==> config.mk <==
export PLATFORM = sky130hd
export DESIGN_NAME = dsha_regs
export DESIGN_NICKNAME = d
export VERILOG_FILES = /design/src/hdl/double_sha256_nonce_check_assert.svh /design/src/hdl/dsha_pkg.sv /design/src/hdl/dsha_regs.sv
export SDC_FILE = /design/constraint.sdc
export NUM_CORES = 1
export LEC_CHECK = 0
export BUFFER_PORTS_ARGS = -buffer_cell sky130_fd_sc_hd__buf_2
export CAP_MARGIN = 30
export CORE_MARGIN = 2
export CORE_UTILIZATION = 54
export DETAILED_ROUTE_END_ITERATION = 12
export PLACE_DENSITY = 0.81
export SYNTH_ARGS = -nofsm -noshare
export SYNTH_HDL_FRONTEND = slang
export SYNTH_SLANG_ARGS = --single-unit
==> constraint.sdc <==
create_clock -name clk_i -period 2.37 [get_ports clk_i]
set_input_delay 0.474 -clock clk_i [delete_from_list [all_inputs] [get_ports clk_i]]
set_output_delay 0.474 -clock clk_i [all_outputs]
set_load 0.02 [all_outputs]
==> src/hdl/double_sha256_nonce_check_assert.svh <==
// Assertion macros for the double SHA-256 nonce checker.
`ifndef DOUBLE_SHA256_NONCE_CHECK_ASSERT_SVH
`define DOUBLE_SHA256_NONCE_CHECK_ASSERT_SVH
`ifndef NO_ASSERTIONS
`define DSN_ASSERT(lbl, clk, rstn, prop) \
  lbl: assert property (@(posedge clk) disable iff (!rstn) prop) else $error("assertion failed");
`define DSN_ASSERT_RST(lbl, clk, prop) \
  lbl: assert property (@(posedge clk) prop) else $error("assertion failed");
`else
`define DSN_ASSERT(lbl, clk, rstn, prop)
`define DSN_ASSERT_RST(lbl, clk, prop)
`endif
`endif

==> src/hdl/dsha_pkg.sv <==
// Shared types, constants and SHA-256 functions for the nonce checker.
`default_nettype none
package dsha_pkg;
  localparam int unsigned NumRounds = 64;
  localparam int unsigned NumRegs = 6;
  localparam int unsigned AddrW = 6;

  typedef enum logic [2:0] {
    RegMid01 = 3'd0,
    RegMid23 = 3'd1,
    RegMid45 = 3'd2,
    RegMid67 = 3'd3,
    RegTail01 = 3'd4,
    RegTail2 = 3'd5
  } reg_idx_e;

  typedef logic [31:0] word_t;
  typedef word_t [7:0] hstate_t;
  typedef word_t [15:0] wwin_t;

  typedef struct packed {
    hstate_t mid;
    word_t tail0;
    word_t tail1;
    word_t tail2;
  } cfg_t;

  localparam word_t [63:0] RoundK = '{
    32'hc67178f2, 32'hbef9a3f7, 32'ha4506ceb, 32'h90befffa,
    32'h8cc70208, 32'h84c87814, 32'h78a5636f, 32'h748f82ee,
    32'h682e6ff3, 32'h5b9cca4f, 32'h4ed8aa4a, 32'h391c0cb3,
    32'h34b0bcb5, 32'h2748774c, 32'h1e376c08, 32'h19a4c116,
    32'h106aa070, 32'hf40e3585, 32'hd6990624, 32'hd192e819,
    32'hc76c51a3, 32'hc24b8b70, 32'ha81a664b, 32'ha2bfe8a1,
    32'h92722c85, 32'h81c2c92e, 32'h766a0abb, 32'h650a7354,
    32'h53380d13, 32'h4d2c6dfc, 32'h2e1b2138, 32'h27b70a85,
    32'h14292967, 32'h06ca6351, 32'hd5a79147, 32'hc6e00bf3,
    32'hbf597fc7, 32'hb00327c8, 32'ha831c66d, 32'h983e5152,
    32'h76f988da, 32'h5cb0a9dc, 32'h4a7484aa, 32'h2de92c6f,
    32'h240ca1cc, 32'h0fc19dc6, 32'hefbe4786, 32'he49b69c1,
    32'hc19bf174, 32'h9bdc06a7, 32'h80deb1fe, 32'h72be5d74,
    32'h550c7dc3, 32'h243185be, 32'h12835b01, 32'hd807aa98,
    32'hab1c5ed5, 32'h923f82a4, 32'h59f111f1, 32'h3956c25b,
    32'he9b5dba5, 32'hb5c0fbcf, 32'h71374491, 32'h428a2f98
  };

  localparam hstate_t InitH = '{
    32'h5be0cd19, 32'h1f83d9ab, 32'h9b05688c, 32'h510e527f,
    32'ha54ff53a, 32'h3c6ef372, 32'hbb67ae85, 32'h6a09e667
  };

  function automatic word_t rotr(word_t x, int unsigned n);
    rotr = (x >> n) | (x << (32 - n));
  endfunction

  function automatic hstate_t sha_round(hstate_t s, word_t kw);
    word_t t1;
    word_t t2;
    hstate_t r;
    t1 = s[7] + (rotr(s[4], 6) ^ rotr(s[4], 11) ^ rotr(s[4], 25))
         + ((s[4] & s[5]) ^ (~s[4] & s[6])) + kw;
    t2 = (rotr(s[0], 2) ^ rotr(s[0], 13) ^ rotr(s[0], 22))
         + ((s[0] & s[1]) ^ (s[0] & s[2]) ^ (s[1] & s[2]));
    r[7] = s[6];
    r[6] = s[5];
    r[5] = s[4];
    r[4] = s[3] + t1;
    r[3] = s[2];
    r[2] = s[1];
    r[1] = s[0];
    r[0] = t1 + t2;
    sha_round = r;
  endfunction

  function automatic wwin_t sched_shift(wwin_t w);
    word_t s0;
    word_t s1;
    wwin_t r;
    s0 = rotr(w[1], 7) ^ rotr(w[1], 18) ^ (w[1] >> 3);
    s1 = rotr(w[14], 17) ^ rotr(w[14], 19) ^ (w[14] >> 10);
    for (int i = 0; i < 15; i++) begin
      r[i] = w[i + 1];
    end
    r[15] = w[0] + s0 + w[9] + s1;
    sched_shift = r;
  endfunction
endpackage
`default_nettype wire

==> src/hdl/dsha_regs.sv <==
// APB configuration registers for midstate and tail words.
`default_nettype none
module dsha_regs
  import dsha_pkg::*;
(
  input  wire logic              clk_i,
  input  wire logic              rst_ni,
  input  wire logic              psel,
  input  wire logic              penable,
  input  wire logic              pwrite,
  input  wire logic [AddrW-1:0]  paddr,
  input  wire logic [63:0]       pwdata,
  output logic      [63:0]       prdata,
  output logic                   pready,
  output cfg_t                   cfg_o
);
  logic [63:0] regs_q [NumRegs];
  logic [2:0] idx;
  logic wr;

  assign idx = paddr[AddrW-1:3];
  assign wr = psel & penable & pwrite;
  assign pready = 1'b1;

  always_ff @(posedge clk_i or negedge rst_ni) begin
    if (!rst_ni) begin
      for (int i = 0; i < NumRegs; i++) regs_q[i] <= '0;
    end else if (wr) begin
      case (idx)
        RegMid01, RegMid23, RegMid45, RegMid67, RegTail01: regs_q[idx] <= pwdata;
        RegTail2: regs_q[idx] <= {32'd0, pwdata[31:0]};
        default: ;
      endcase
    end
  end

  always_comb begin
    prdata = '0;
    if (idx < 3'(NumRegs) && paddr[2:0] == 3'd0) prdata = regs_q[idx];
  end

  always_comb begin
    for (int i = 0; i < 4; i++) begin
      cfg_o.mid[2*i]   = regs_q[i][63:32];
      cfg_o.mid[2*i+1] = regs_q[i][31:0];
    end
    cfg_o.tail0 = regs_q[RegTail01][63:32];
    cfg_o.tail1 = regs_q[RegTail01][31:0];
    cfg_o.tail2 = regs_q[RegTail2][31:0];
  end
endmodule
`default_nettype wire

==> qor.yml <==
num-fill-cells: 2541
max_stage_delay_ns: 0.41
clkPwrFrac_pct: 31.7
crit_required_ns: 1.90
switching_share_pct: 33.09
seq_power_share_pct: 41.8
synth_simple_gate_area_share_pct: 1.622
io_buffer_count: 490
synthDistinctLibCells: 26
routedWlPerCell_um: 26.65
pre_cts_slack_ns: -0.2255
root_buffer: "clkbuf_16"
start_kind: "input pin"
hold_slack_ns: 0.2190
grt_overflow: 0
synthAdderAreaFrac_pct: 0
std_cell_rows: 69
clock_latency_ns: 0.52
cp.depth: 7
syn-mean-instance-area_um2: 12.47
irDropWorstVdd_v: 0.0008718
start_util_pct: 54.79
fin_total_pwr_uw: 21100
core_um2: 35480
period_minus_slack_ns: 2.448
endpoint_kind: "output port"
dr.pass1.iters: 6
synth_top_family_by_area: "multiplexers"
ys_warn_count: 0
worstPathArrival_ns: 1.97
critPathMaxFanout: 15
finalSetupViolCount: 26
grt_usage_pct: 30.14
ant_nets: 0
drive_gt1_share_pct: 65.30
violations: "setup timing"
hold_violations: 0
reg2reg_slack_ns: 1.52
synth_compound_area_share_pct: 8.760
hold_class: "in2reg"
skew_ns: 0
area_growth_pct: 17.48
die_x_um: 193.7
switching_power_uw: 6982
grt_max_degree: 61
io-pin-count: 492
place.gp.congestion: 0.9025
syn_inst: 1559
post_dp_cell_area_um2: 20860
crit_end: "prdata[22]"
status: "complete, but fails checks"
rsz0062_at_grt: "yes"
max_freq_ghz: 0.4085
r2r.worst_path.cells: 1
crit_chain: "buf_12, a2111oi_4, buf_4, buf_12, o21ai_0, a221oi_2, buf_4"
slew_viol_final: 0
die_y_um: 193.7
clockBufferDepth: 3
clkSinkCount: 384
dieArea_um2: 37530
antenna_found_initial: 6
slowest_stage: "a2111oi_4"
tritoncts.num_buffers: 41
synthMuxAreaShare_pct: 24.10
cp_top_family: "compound AO/OA/AOI/OAI gates"
setup_slack_ns: -0.07827
path_clk_slew_ns: 0.06
synthXorXnorAreaFrac_pct: 0
startpoint: "paddr[4]"
combPwrFrac_pct: 26.5
p_int_uw: 14120
path_buf_inv: 4
relSlewSlack_pct: 60.24
p_per_area_nw_per_um2: 924.0
cts_tree: "yes"
synth_seq_cells: 384
hpwl_um: 39700
worstMarginPinSlew_ns: 0.5964
grt_pass1_vias: 14030
finalNetCount: 1807
finalWirelength_um: 59330
yosysSeqAreaShare_pct: 49.43
viasPerCell: 6.152
drtIter0Drc: 795
cts_max_level: 2
post-route-drc-count: 0
path_class: "in2out"
syn_nets: 1634
stdcell_area_um2: 22840
grt_pass1_wl_um: 87310
vias: 13700
max_cap_violations: 0
final_util_pct: 64.36
p_leak_uw: 0.01118
syn-cell-area_um2: 19440
finalCritPeriodShare_pct: 103.3
## cells by family after synthesis
kind of cell           after synthesis
buffers and inverters              454
multiplexers                       416
flip-flops                         384
AO/OA/AOI/OAI                      256
AND/OR/NAND/NOR                     48
other                                1
## routing by layer
metal | share of wire, % | track usage (%) | wire length (um) | vias to the layer above
li1 | - | - | - | 5633
met1 | 38 | 38.93 | 22670 | 7018
met2 | 48 | 48.97 | 28630 | 836
met3 | 8.7 | 6.297 | 5179 | 206
met4 | 4.8 | 13.99 | 2842 | 2
met5 | 0.019 | 0 | 11 | -
## area by class of cell
type	instances	area [um^2]	share of cell area, %
Inverter	2	17.52	0.07670
Clock inverter	12	216.5	0.9478
Multi-Input combinational cell	721	7303	31.98
Clock buffer	60	1187	5.199
Sequential cell	384	9609	42.08
Tap cell	461	576.8	2.526
Antenna cell	4	10.01	0.04383
Timing Repair Buffer	582	3918	17.15
## timing repair
item | in CTS | in global routing
endpoints found under the hold margin | 46 | 0
cloned | 0 | 4
endpoints found under the setup margin | 51 | 63
pin swaps | 2 | 1
gates resized for setup | 30 | 117
hold buffers | 1 | 0
buffers inserted | 2 | 4
## metrics by stage
step	std cells	setup TNS [ns]
finish	2226	-0.6878
global route	2225	-2.631
CTS	2214	-0.3151
detailed placement	2139	-5.727
global placement	2139	-4.114
floorplan	1559	-0.4345
## synthesized netlist by cell type
| cell type | count | share of area, % |
|---|---|---|
| a2111oi_0 | 1 | 0.045 |
| a2111oi_4 | 1 | 0.14 |
| a221oi_1 | 63 | 2.8 |
| buf_1 | 4 | 0.077 |
| buf_2 | 40 | 1.0 |
| buf_4 | 353 | 14 |
| buf_6 | 6 | 0.35 |
| clkbuf_1 | 49 | 0.95 |
| conb_1 | 1 | 0.019 |
| dfrtp_1 | 384 | 49 |
| inv_2 | 2 | 0.039 |
| mux2_1 | 10 | 0.58 |
| mux2_2 | 406 | 24 |
| nand2_1 | 2 | 0.039 |
| nand2b_1 | 3 | 0.097 |
| nand4_1 | 1 | 0.032 |
| nand4b_4 | 1 | 0.12 |
| nor2_2 | 4 | 0.13 |
| nor2b_1 | 33 | 1.1 |
| nor3_1 | 1 | 0.026 |
| nor3_2 | 1 | 0.051 |
| o21ai_0 | 53 | 1.4 |
| o21ai_1 | 11 | 0.28 |
| o22ai_1 | 127 | 4.1 |
| or2_2 | 1 | 0.032 |
| or3_1 | 1 | 0.032 |
## worst min path at each step
stage               startpoint  slack [ns]                         end  cells past startpoint
floorplan               rst_ni        0.18  asynchronous set/reset pin                      0
global placement        rst_ni        0.48  asynchronous set/reset pin                      1
detailed placement      rst_ni        0.49  asynchronous set/reset pin                      1
CTS                 pwdata[40]        0.19                  cfg_o[104]                      2
global route        pwdata[41]        0.22                  cfg_o[105]                      2
finish              pwdata[40]        0.22                  cfg_o[104]                      2
## cells in the final DEF, fill, tap and decap left out, types with 2 or more instances in the layout
| cell type | n |
|---|---|
| a221oi_1 | 3 |
| a221oi_2 | 60 |
| buf_12 | 40 |
| buf_2 | 433 |
| buf_4 | 94 |
| buf_6 | 5 |
| buf_8 | 5 |
| bufinv_16 | 6 |
| clkbuf_1 | 10 |
| clkbuf_16 | 44 |
| clkbuf_8 | 9 |
| clkinv_2 | 4 |
| dfrtp_1 | 384 |
| diode_2 | 4 |
| mux2_1 | 10 |
| mux2_2 | 406 |
| nand2_2 | 2 |
| nor2_4 | 4 |
| nor2b_1 | 33 |
| o21ai_0 | 22 |
| o21ai_1 | 20 |
| o21ai_2 | 14 |
| o21ai_4 | 8 |
| o22ai_1 | 124 |
| o22ai_2 | 2 |
## power groups by stage
stage	Combinational, uW	Clock [uW]	Sequential [uW]
after floorplan	5090	0	8470
after global placement	5380	0	8760
after detailed placement	5480	0	8840
after CTS	5540	6790	8750
after global routing	5860	7050	8950
final	5600	6690	8820
Power figures use the tool's default switching activity.
